<file path="config.mk">
export PLATFORM = sky130hd
export DESIGN_NAME = base64_decoder_unit
export DESIGN_NICKNAME = d
export VERILOG_FILES = /design/src/b64d_pkg.sv /design/src/b64d_front.sv /design/src/b64d_queue.sv /design/src/b64d_back.sv /design/src/base64_decoder_unit.sv
export VERILOG_INCLUDE_DIRS = /design/src /design/src/src
export SDC_FILE = /design/constraint.sdc
export NUM_CORES = 1
export LEC_CHECK = 0
export BUFFER_PORTS_ARGS = -buffer_cell sky130_fd_sc_hd__buf_4
export CORE_AREA = 2 2 232 234
export CTS_CLUSTER_SIZE = 25
export DETAILED_ROUTE_END_ITERATION = 7
export DIE_AREA = 0 0 234 236
export PLACE_DENSITY_LB_ADDON = 0.05
export SYNTH_ARGS = -nofsm -noshare
export SYNTH_HDL_FRONTEND = slang
export SYNTH_SLANG_ARGS = --single-unit
</file>
<file path="constraint.sdc">
create_clock -name clk -period 11.2 [get_ports clk]
set_input_delay 1.12 -clock clk [delete_from_list [all_inputs] [get_ports clk]]
set_output_delay 1.12 -clock clk [all_outputs]
set_load 0.02 [all_outputs]
</file>
<file path="src/base64_decoder_unit_defines.svh">
// ----------------------------------------------------------------------------
// base64 decoder assertion macros
// implication checks, same cycle and next cycle, off in synthesis
// ----------------------------------------------------------------------------
`ifndef BASE64_DECODER_UNIT_DEFINES_SVH
`define BASE64_DECODER_UNIT_DEFINES_SVH

`ifndef SYNTHESIS
`define B64D_ASSERT_NOW(lbl, ck, rn, ante, cons) \
    lbl: assert property (@(posedge ck) disable iff (!(rn)) (ante) |-> (cons)) \
        else $error("b64d check failed");
`define B64D_ASSERT_NEXT(lbl, ck, rn, ante, cons) \
    lbl: assert property (@(posedge ck) disable iff (!(rn)) (ante) |=> (cons)) \
        else $error("b64d check failed");
`else
`define B64D_ASSERT_NOW(lbl, ck, rn, ante, cons)
`define B64D_ASSERT_NEXT(lbl, ck, rn, ante, cons)
`endif

`endif

</file>
<file path="src/b64d_pkg.sv">
// ----------------------------------------------------------------------------
// b64d_pkg
// shared types, constants and symbol lookup for the base64 decoder
// ----------------------------------------------------------------------------
package b64d_pkg;

    localparam int MAX_SYMBOLS = 1048576;
    localparam int ST_W        = $clog2(MAX_SYMBOLS + 2);
    localparam int LEN_W       = 20;
    localparam int NEED_W      = ST_W + 3;
    localparam int CMP_W       = (NEED_W > LEN_W) ? NEED_W : LEN_W;
    localparam int Q_DEPTH     = 4;
    localparam int Q_AW        = $clog2(Q_DEPTH);

    typedef logic [ST_W-1:0]   sym_cnt_t;
    typedef logic [NEED_W-1:0] need_t;
    typedef logic [CMP_W-1:0]  cmp_t;
    typedef logic [LEN_W-1:0]  len_t;
    typedef logic [Q_AW:0]     q_cnt_t;
    typedef logic [Q_AW-1:0]   q_ptr_t;

    localparam sym_cnt_t SYM_MAX  = sym_cnt_t'(MAX_SYMBOLS);
    localparam len_t     LEN_MASK = '1;
    localparam len_t     CAP_RESET = '1;

    localparam logic [7:0] SYM_PAD = 8'h40;
    localparam logic [7:0] SYM_BAD = 8'hFF;

    localparam logic [1:0] STAT_OK        = 2'd0;
    localparam logic [1:0] STAT_INVALID   = 2'd1;
    localparam logic [1:0] STAT_TOO_SMALL = 2'd2;

    localparam logic KIND_DATA   = 1'b0;
    localparam logic KIND_STATUS = 1'b1;

    typedef struct packed {
        logic [7:0] character;
        logic       last_char;
    } in_item_t;

    typedef struct packed {
        logic       kind;
        logic [7:0] data_byte;
        logic [1:0] status_code;
        len_t       length;
        logic       last_result;
    } out_item_t;

    // one queued request from front to back
    typedef struct packed {
        logic [23:0] bits;
        logic [1:0]  nbytes;
        logic        has_status;
        logic        err;
        sym_cnt_t    sym_total;
        logic [1:0]  pad_total;
    } cmd_t;

    typedef struct packed {
        logic valid;
        logic full;
    } q_stat_t;

    function automatic logic [7:0] sym_value(input logic [7:0] c);
        logic [7:0] v;
        v = SYM_BAD;
        if (c >= 8'h41 && c <= 8'h5A)
            v = c - 8'h41;
        else if (c >= 8'h61 && c <= 8'h7A)
            v = c - 8'h61 + 8'd26;
        else if (c >= 8'h30 && c <= 8'h39)
            v = c - 8'h30 + 8'd52;
        else if (c == 8'h2B)
            v = 8'd62;
        else if (c == 8'h2F)
            v = 8'd63;
        else if (c == 8'h3D)
            v = SYM_PAD;
        return v;
    endfunction

    function automatic logic is_space(input logic [7:0] c);
        return (c == 8'h20) || (c == 8'h09) || (c == 8'h0D) || (c == 8'h0A);
    endfunction

endpackage

</file>
<file path="src/b64d_front.sv">
// ----------------------------------------------------------------------------
// b64d_front
// accepts characters, tracks group and pad state, queues group requests
// ----------------------------------------------------------------------------
module b64d_front
(
    input  logic                 clk,
    input  logic                 rst_n,
    input  logic                 in_valid,
    output logic                 in_stall,
    input  b64d_pkg::in_item_t   in_data,
    input  b64d_pkg::q_stat_t    q_stat,
    output logic                 q_push,
    output b64d_pkg::cmd_t       q_cmd
);

    logic [23:0]          bits_reg, bits_next;
    logic [1:0]           fill_reg, fill_next;
    logic [1:0]           bpg_reg, bpg_next;
    logic [1:0]           pad_reg, pad_next;
    b64d_pkg::sym_cnt_t   st_reg, st_next;
    logic                 err_reg, err_next;
    logic                 accept;
    logic [7:0]           sym;
    logic                 ws;
    logic                 is_pad;
    logic                 is_bad;
    logic                 grp_done;
    logic [23:0]          shifted;

    assign in_stall = q_stat.full;
    assign accept   = in_valid && !q_stat.full;
    assign sym      = b64d_pkg::sym_value(in_data.character);
    assign ws       = b64d_pkg::is_space(in_data.character);
    assign is_pad   = (sym == b64d_pkg::SYM_PAD);
    assign is_bad   = (sym == b64d_pkg::SYM_BAD);

    always_comb
    begin
        bits_next = bits_reg;
        fill_next = fill_reg;
        bpg_next  = bpg_reg;
        pad_next  = pad_reg;
        st_next   = st_reg;
        err_next  = err_reg;
        grp_done  = 1'b0;
        shifted   = bits_reg;
        q_push    = 1'b0;
        q_cmd     = '0;
        if (accept)
        begin
            if (!err_reg && !ws)
            begin
                if (is_bad || (is_pad && pad_reg >= 2'd2) || (!is_pad && pad_reg != 2'd0))
                begin
                    err_next = 1'b1;
                end
                else
                begin
                    if (is_pad)
                    begin
                        pad_next = pad_reg + 2'd1;
                        if (bpg_reg != 2'd0)
                            bpg_next = bpg_reg - 2'd1;
                        shifted = {bits_reg[17:0], 6'd0};
                    end
                    else
                    begin
                        shifted = {bits_reg[17:0], sym[5:0]};
                    end
                    if (st_reg <= b64d_pkg::SYM_MAX)
                        st_next = st_reg + b64d_pkg::sym_cnt_t'(1);
                    if (fill_reg == 2'd3)
                    begin
                        grp_done  = 1'b1;
                        fill_next = 2'd0;
                    end
                    else
                    begin
                        fill_next = fill_reg + 2'd1;
                    end
                    bits_next = shifted;
                end
            end
            q_cmd.bits       = shifted;
            q_cmd.nbytes     = grp_done ? bpg_next : 2'd0;
            q_cmd.has_status = in_data.last_char;
            q_cmd.err        = err_next;
            q_cmd.sym_total  = st_next;
            q_cmd.pad_total  = pad_next;
            q_push           = grp_done || in_data.last_char;
            if (grp_done)
                bits_next = '0;
            if (in_data.last_char)
            begin
                bits_next = '0;
                fill_next = 2'd0;
                bpg_next  = 2'd3;
                pad_next  = 2'd0;
                st_next   = '0;
                err_next  = 1'b0;
            end
        end
    end

    always_ff @(posedge clk or negedge rst_n)
    begin
        if (!rst_n)
        begin
            bits_reg <= '0;
            fill_reg <= 2'd0;
            bpg_reg  <= 2'd3;
            pad_reg  <= 2'd0;
            st_reg   <= '0;
            err_reg  <= 1'b0;
        end
        else
        begin
            bits_reg <= bits_next;
            fill_reg <= fill_next;
            bpg_reg  <= bpg_next;
            pad_reg  <= pad_next;
            st_reg   <= st_next;
            err_reg  <= err_next;
        end
    end

endmodule

</file>
<file path="src/b64d_queue.sv">
// ----------------------------------------------------------------------------
// b64d_queue
// short first-in first-out queue of requests between front and back
// ----------------------------------------------------------------------------
module b64d_queue
(
    input  logic               clk,
    input  logic               rst_n,
    input  logic               push,
    input  b64d_pkg::cmd_t     push_cmd,
    input  logic               pop,
    output b64d_pkg::cmd_t     head,
    output b64d_pkg::q_stat_t  stat
);

    b64d_pkg::cmd_t                entry_reg [b64d_pkg::Q_DEPTH];
    b64d_pkg::q_ptr_t              wr_ptr_reg, wr_ptr_next;
    b64d_pkg::q_ptr_t              rd_ptr_reg, rd_ptr_next;
    b64d_pkg::q_cnt_t              count_reg, count_next;
    logic                          do_push;
    logic                          do_pop;

    assign stat.valid = (count_reg != '0);
    assign stat.full  = (count_reg == b64d_pkg::q_cnt_t'(b64d_pkg::Q_DEPTH));
    assign head       = entry_reg[rd_ptr_reg];
    assign do_push    = push && !stat.full;
    assign do_pop     = pop && stat.valid;

    always_comb
    begin
        wr_ptr_next = wr_ptr_reg;
        rd_ptr_next = rd_ptr_reg;
        count_next  = count_reg;
        if (do_push)
            wr_ptr_next = wr_ptr_reg + b64d_pkg::q_ptr_t'(1);
        if (do_pop)
            rd_ptr_next = rd_ptr_reg + b64d_pkg::q_ptr_t'(1);
        if (do_push && !do_pop)
            count_next = count_reg + b64d_pkg::q_cnt_t'(1);
        else if (!do_push && do_pop)
            count_next = count_reg - b64d_pkg::q_cnt_t'(1);
    end

    always_ff @(posedge clk)
    begin
        if (do_push)
            entry_reg[wr_ptr_reg] <= push_cmd;
    end

    always_ff @(posedge clk or negedge rst_n)
    begin
        if (!rst_n)
        begin
            wr_ptr_reg <= '0;
            rd_ptr_reg <= '0;
            count_reg  <= '0;
        end
        else
        begin
            wr_ptr_reg <= wr_ptr_next;
            rd_ptr_reg <= rd_ptr_next;
            count_reg  <= count_next;
        end
    end

endmodule

</file>
<file path="src/b64d_back.sv">
// ----------------------------------------------------------------------------
// b64d_back
// expands queued requests into data bytes and the final status item
// ----------------------------------------------------------------------------
module b64d_back
(
    input  logic                  clk,
    input  logic                  rst_n,
    input  b64d_pkg::cmd_t        head,
    input  b64d_pkg::q_stat_t     q_stat,
    output logic                  pop,
    input  b64d_pkg::len_t        capacity,
    output logic                  out_valid,
    input  logic                  out_stall,
    output b64d_pkg::out_item_t   out_data
);

    logic                   out_valid_reg, out_valid_next;
    b64d_pkg::out_item_t    out_item_reg, out_item_next;
    logic [1:0]             idx_reg, idx_next;
    b64d_pkg::len_t         bw_reg, bw_next;
    logic                   advance;
    logic                   fire;
    logic [7:0]             cur_byte;
    b64d_pkg::need_t        times6;
    b64d_pkg::sym_cnt_t     need_all;
    b64d_pkg::cmp_t         need_c;
    logic [1:0]             stat_code;
    b64d_pkg::len_t         stat_len;

    assign advance   = !out_valid_reg || !out_stall;
    assign fire      = advance && q_stat.valid;
    assign out_valid = out_valid_reg;
    assign out_data  = out_item_reg;

    always_comb
    begin
        case (idx_reg)
            2'd0:    cur_byte = head.bits[23:16];
            2'd1:    cur_byte = head.bits[15:8];
            2'd2:    cur_byte = head.bits[7:0];
            default: cur_byte = 8'd0;
        endcase
    end

    // required size: floor((6 * symbols + 7) / 8) minus pads
    assign times6   = b64d_pkg::need_t'({head.sym_total, 2'b00})
                    + b64d_pkg::need_t'({head.sym_total, 1'b0})
                    + b64d_pkg::need_t'(7);
    assign need_all = times6[b64d_pkg::NEED_W-1:3];
    assign need_c   = (need_all >= b64d_pkg::sym_cnt_t'(head.pad_total))
                    ? b64d_pkg::cmp_t'(need_all - b64d_pkg::sym_cnt_t'(head.pad_total))
                    : '0;

    always_comb
    begin
        stat_code = b64d_pkg::STAT_OK;
        stat_len  = '0;
        if (head.err)
        begin
            stat_code = b64d_pkg::STAT_INVALID;
        end
        else if (head.sym_total == '0)
        begin
            stat_code = b64d_pkg::STAT_OK;
        end
        else if (head.sym_total > b64d_pkg::SYM_MAX)
        begin
            stat_code = b64d_pkg::STAT_TOO_SMALL;
            stat_len  = b64d_pkg::LEN_MASK;
        end
        else if (need_c > b64d_pkg::cmp_t'(capacity))
        begin
            stat_code = b64d_pkg::STAT_TOO_SMALL;
            stat_len  = (need_c > b64d_pkg::cmp_t'(b64d_pkg::LEN_MASK))
                      ? b64d_pkg::LEN_MASK : need_c[b64d_pkg::LEN_W-1:0];
        end
        else
        begin
            stat_len = bw_reg;
        end
    end

    always_comb
    begin
        out_valid_next = out_valid_reg;
        out_item_next  = out_item_reg;
        idx_next       = idx_reg;
        bw_next        = bw_reg;
        pop            = 1'b0;
        if (advance)
            out_valid_next = 1'b0;
        if (fire)
        begin
            if (idx_reg < head.nbytes)
            begin
                if (bw_reg < capacity)
                begin
                    out_valid_next            = 1'b1;
                    out_item_next             = '0;
                    out_item_next.kind        = b64d_pkg::KIND_DATA;
                    out_item_next.data_byte   = cur_byte;
                    bw_next                   = bw_reg + b64d_pkg::len_t'(1);
                end
                if ((idx_reg == head.nbytes - 2'd1) && !head.has_status)
                begin
                    pop      = 1'b1;
                    idx_next = 2'd0;
                end
                else
                begin
                    idx_next = idx_reg + 2'd1;
                end
            end
            else
            begin
                out_valid_next            = 1'b1;
                out_item_next             = '0;
                out_item_next.kind        = b64d_pkg::KIND_STATUS;
                out_item_next.status_code = stat_code;
                out_item_next.length      = stat_len;
                out_item_next.last_result = 1'b1;
                bw_next                   = '0;
                pop                       = 1'b1;
                idx_next                  = 2'd0;
            end
        end
    end

    always_ff @(posedge clk)
    begin
        out_item_reg <= out_item_next;
    end

    always_ff @(posedge clk or negedge rst_n)
    begin
        if (!rst_n)
        begin
            out_valid_reg <= 1'b0;
            idx_reg       <= 2'd0;
            bw_reg        <= '0;
        end
        else
        begin
            out_valid_reg <= out_valid_next;
            idx_reg       <= idx_next;
            bw_reg        <= bw_next;
        end
    end

endmodule

</file>
<file path="src/base64_decoder_unit.sv">
// path: a group request is registered in the queue, and each result then in the output register
// throughput: one character per cycle in while the queue is not full, one result per cycle out while out_stall is low
// a group completed by the last character gives up to four results from a single
// entry of the four-entry request queue; the output byte loop sets the output rate
// reset: asynchronous, clears stream state and queue, capacity to 1048575
// ----------------------------------------------------------------------------
// base64_decoder_unit
// streaming base64 decoder top level with capacity register
// ----------------------------------------------------------------------------
`include "base64_decoder_unit_defines.svh"

module base64_decoder_unit
(
    input  logic                  clk,
    input  logic                  rst_n,
    input  logic                  in_valid,
    output logic                  in_stall,
    input  b64d_pkg::in_item_t    in_data,
    output logic                  out_valid,
    input  logic                  out_stall,
    output b64d_pkg::out_item_t   out_data,
    input  logic                  cfg_valid,
    output logic                  cfg_ready,
    input  b64d_pkg::len_t        cfg_data
);

    b64d_pkg::len_t      cap_reg, cap_next;
    logic                q_push;
    logic                q_pop;
    b64d_pkg::cmd_t      q_cmd;
    b64d_pkg::cmd_t      q_head;
    b64d_pkg::q_stat_t   q_stat;

    assign cfg_ready = 1'b1;
    assign cap_next  = (cfg_valid && cfg_ready) ? cfg_data : cap_reg;

    always_ff @(posedge clk or negedge rst_n)
    begin
        if (!rst_n)
            cap_reg <= b64d_pkg::CAP_RESET;
        else
            cap_reg <= cap_next;
    end

    b64d_front u_front
    (
        .clk      (clk),
        .rst_n    (rst_n),
        .in_valid (in_valid),
        .in_stall (in_stall),
        .in_data  (in_data),
        .q_stat   (q_stat),
        .q_push   (q_push),
        .q_cmd    (q_cmd)
    );

    b64d_queue u_queue
    (
        .clk      (clk),
        .rst_n    (rst_n),
        .push     (q_push),
        .push_cmd (q_cmd),
        .pop      (q_pop),
        .head     (q_head),
        .stat     (q_stat)
    );

    b64d_back u_back
    (
        .clk       (clk),
        .rst_n     (rst_n),
        .head      (q_head),
        .q_stat    (q_stat),
        .pop       (q_pop),
        .capacity  (cap_reg),
        .out_valid (out_valid),
        .out_stall (out_stall),
        .out_data  (out_data)
    );

    `B64D_ASSERT_NOW(a_no_push_when_full, clk, rst_n, q_push, !q_stat.full)
    `B64D_ASSERT_NOW(a_pop_needs_entry, clk, rst_n, q_pop, q_stat.valid)
    `B64D_ASSERT_NOW(a_ok_within_cap, clk, rst_n, out_valid && out_data.kind == b64d_pkg::KIND_STATUS && out_data.status_code == b64d_pkg::STAT_OK, out_data.length <= cap_reg)
    `B64D_ASSERT_NEXT(a_status_ends_queue_item, clk, rst_n, q_pop && q_head.has_status && !q_push, !q_stat.full)

endmodule
</file>
==> metrics.cfg <==
[clock_tree]
cts_buffer_depth = 3
cts-hold-fix-buffers = 0
cts-root-buf = clkbuf_16
post-cts-setup-buffers = 0
cts_made_buffers = 40
cts_resized = 0
cts_sinks = 337
cts_tree = yes
clkTransAtPathRegs_ns = 0.06
clk_latency_ns = 0.58
htree_levels = 2

[route]
avgRoutedWirePerCell_microns = 20.5
ant_nets = 0
initialDrtViolationCount = 797
vias = 11993
drc = 0
routed_via_density = 5.26
routed_wl_microns = 46800
first_pass_iters = 5

[setup_path]
worst-path-max-fanout = 40
crit_path_end_kind = flop
startpoint = u_queue.rd_ptr_reg[0]
worstReg2RegStart = u_queue.rd_ptr_reg[0]
crit_required_ns = 11.59
reg2reg_depth = 24
setup.worst_path.start_class = flop
critical_path_class = reg -> reg
regToRegEndpoint = u_back.out_data[18]
cp.arrival_ns = 8.46
r2r_slack_ns = 3.13

[finish]
final_common_cell = edfxtp_1
area_growth_pct = 13.1
insertedDiodeCount = 0
mostFrequentLayoutCells = 235 x edfxtp_1, 115 x ha_1, 113 x nand2_1
drive_gt1_frac = 0.164
largest_register_ffs = 204
nNetsFinal = 1705

[grt]
grt_pass1_wl_microns = 72900
grt_antenna_before_repair = 0
grt.overflow.total = 0
grt.total_usage = 0.171
grt_pass1_vias = 12153
grt_max_degree = 69

[floorplan]
core_sq_mm = 0.0531
std_cell_rows = 85
start_util = 0.345
fp.dieArea_sq_mm = 0.0552
num_io_pins = 69
die_h_microns = 236
die_w_microns = 234

[synthesis]
synth_top_family_by_area = compound AO/OA/AOI/OAI gates
yosys_warnings = 0
synth-edff-count = 235
synthMuxAreaShare = 0.0819
synthSimpleGateAreaFrac = 0.113
synth_nets = 1656
synth-adder-area-share = 0.0808
synth_flop_cell = edfxtp_1
syn-cell-area_sq_mm = 0.0183
synth_compound_area_frac = 0.129
synth_xor_xnor_area_share = 0.0342
synth_area_per_cell_sq_um = 12.2
ys_ff_latch = 337
synth_cells = 1505
yosysUniqueCellTypes = 90
seq_area_frac_synth = 0.526
async_flop_share = 0.303

[worst_hold_path]
min_path_type = reg -> reg
whs_path_depth = 2
hold_path.startpoint = u_front.bpg_reg[1]
min_to = u_front.bpg_reg[1]

[run]
drv_cap = 0

[timing]
slew_headroom = 0.268
min_period_ns = 8.07
drv_slew = 0
fin_skew_ns = 0.0312
finalHoldViolCount = 0
max_freq_mhz = 124
rsz0062_at_grt = false
period_share = 0.720
worst_pin_slew_ns = 1.10
finalSetupViolations = 0
finalSetupTns_ns = 0

[placement]
place_hpwl_microns = 32700
port_buffers = 67
place.gp.congestion = 0.830

[outcome]
status = finished clean

[stage by stage]
| step | hold WS [ns] | utilization | cells | area [sq um] | setup slack [ns] |
|---|---|---|---|---|---|
| 6_report | 0.492 | 0.390 | 2281 | 20700 | 3.13 |
| 5_1_grt | 0.519 | 0.390 | 2281 | 20700 | 2.51 |
| 4_1_cts | 0.500 | 0.390 | 2281 | 20700 | 3.08 |
| 3_5_place_dp | 0.490 | 0.367 | 2208 | 19500 | 3.13 |
| 3_3_place_gp | 0.475 | 0.367 | 2208 | 19500 | 3.34 |
| 2_1_floorplan | 0.455 | - | 1505 | 18300 | 3.15 |
[area by class of cell]
cell class	instances	area, sq um
inverter	77	289
sequential	337	9640
fill	5103	32400
clock inverter	22	160
tap	696	871
multi-input combinational	1015	8060
clock buffer	51	1060
timing repair buffer	83	623
[critical path, cell delays in order (launching register included)]
cell       delay [ns]
dfrtp_4          0.61
buf_4            0.70
mux4_2           0.64
inv_1            0.08
ha_1             0.23
ha_1             0.39
a21oi_1          0.23
o21a_1           0.21
o2111ai_1        0.17
a2111oi_0        0.47
o221ai_1         0.23
a21boi_0         0.35
nand4_1          0.32
nor3b_2          0.25
buf_4            0.28
nor2_1           0.09
ha_1             0.30
a21o_1           0.19
a21o_1           0.18
a21oi_1          0.25
o2111ai_1        0.14
nand3_1          0.29
nor2b_1          0.76
nand2_1          0.26
o221ai_1         0.24
[Yosys cell counts, types with 16 or more instances]
cell type | count | area [sq um]
inv_1 | 77 | 289
clkbuf_1 | 45 | 169
a21oi_1 | 62 | 310
nor2_1 | 102 | 383
o21ai_0 | 87 | 435
xor2_1 | 28 | 245
mux2i_1 | 29 | 290
dfrtp_1 | 80 | 2000
o31ai_1 | 22 | 165
ha_1 | 115 | 1440
a22o_1 | 21 | 184
and3_1 | 16 | 100
nand4_1 | 27 | 169
mux4_2 | 51 | 1150
nand3_1 | 28 | 140
nand2_1 | 113 | 424
dfstp_2 | 22 | 578
edfxtp_1 | 235 | 7060
xnor2_1 | 38 | 333
a21o_1 | 31 | 233
[layer usage]
metal	routed length [microns]	global-route usage
met5	0	0
met4	1230	0.0501
met3	1550	0.0280
met2	22300	0.282
met1	21800	0.232
[worst max-delay path by stage]
stage                          end  slack, ns  cells after the start
3_3_place_gp   u_back.out_data[16]       3.34                     26
2_1_floorplan  u_back.out_data[15]       3.15                     32
5_1_grt        u_back.out_data[18]       2.51                     26
4_1_cts        u_back.out_data[18]       3.08                     24
6_report       u_back.out_data[18]       3.13                     24
3_5_place_dp   u_back.out_data[18]       3.13                     24
[logic make-up (layout without fill, tap and decap cells)]
logic type      after synthesis  after routing
compound gates              340            340
mux                          85             85
buf+inv                     153            233
fa+ha+maj                   117            117
flops                       337            337
xor+xnor                     69             69
other cells                   1              1
simple gates                403            403
Power is not shown: default switching activity piles up to over one toggle a cycle in this logic, so the estimate is an artifact.
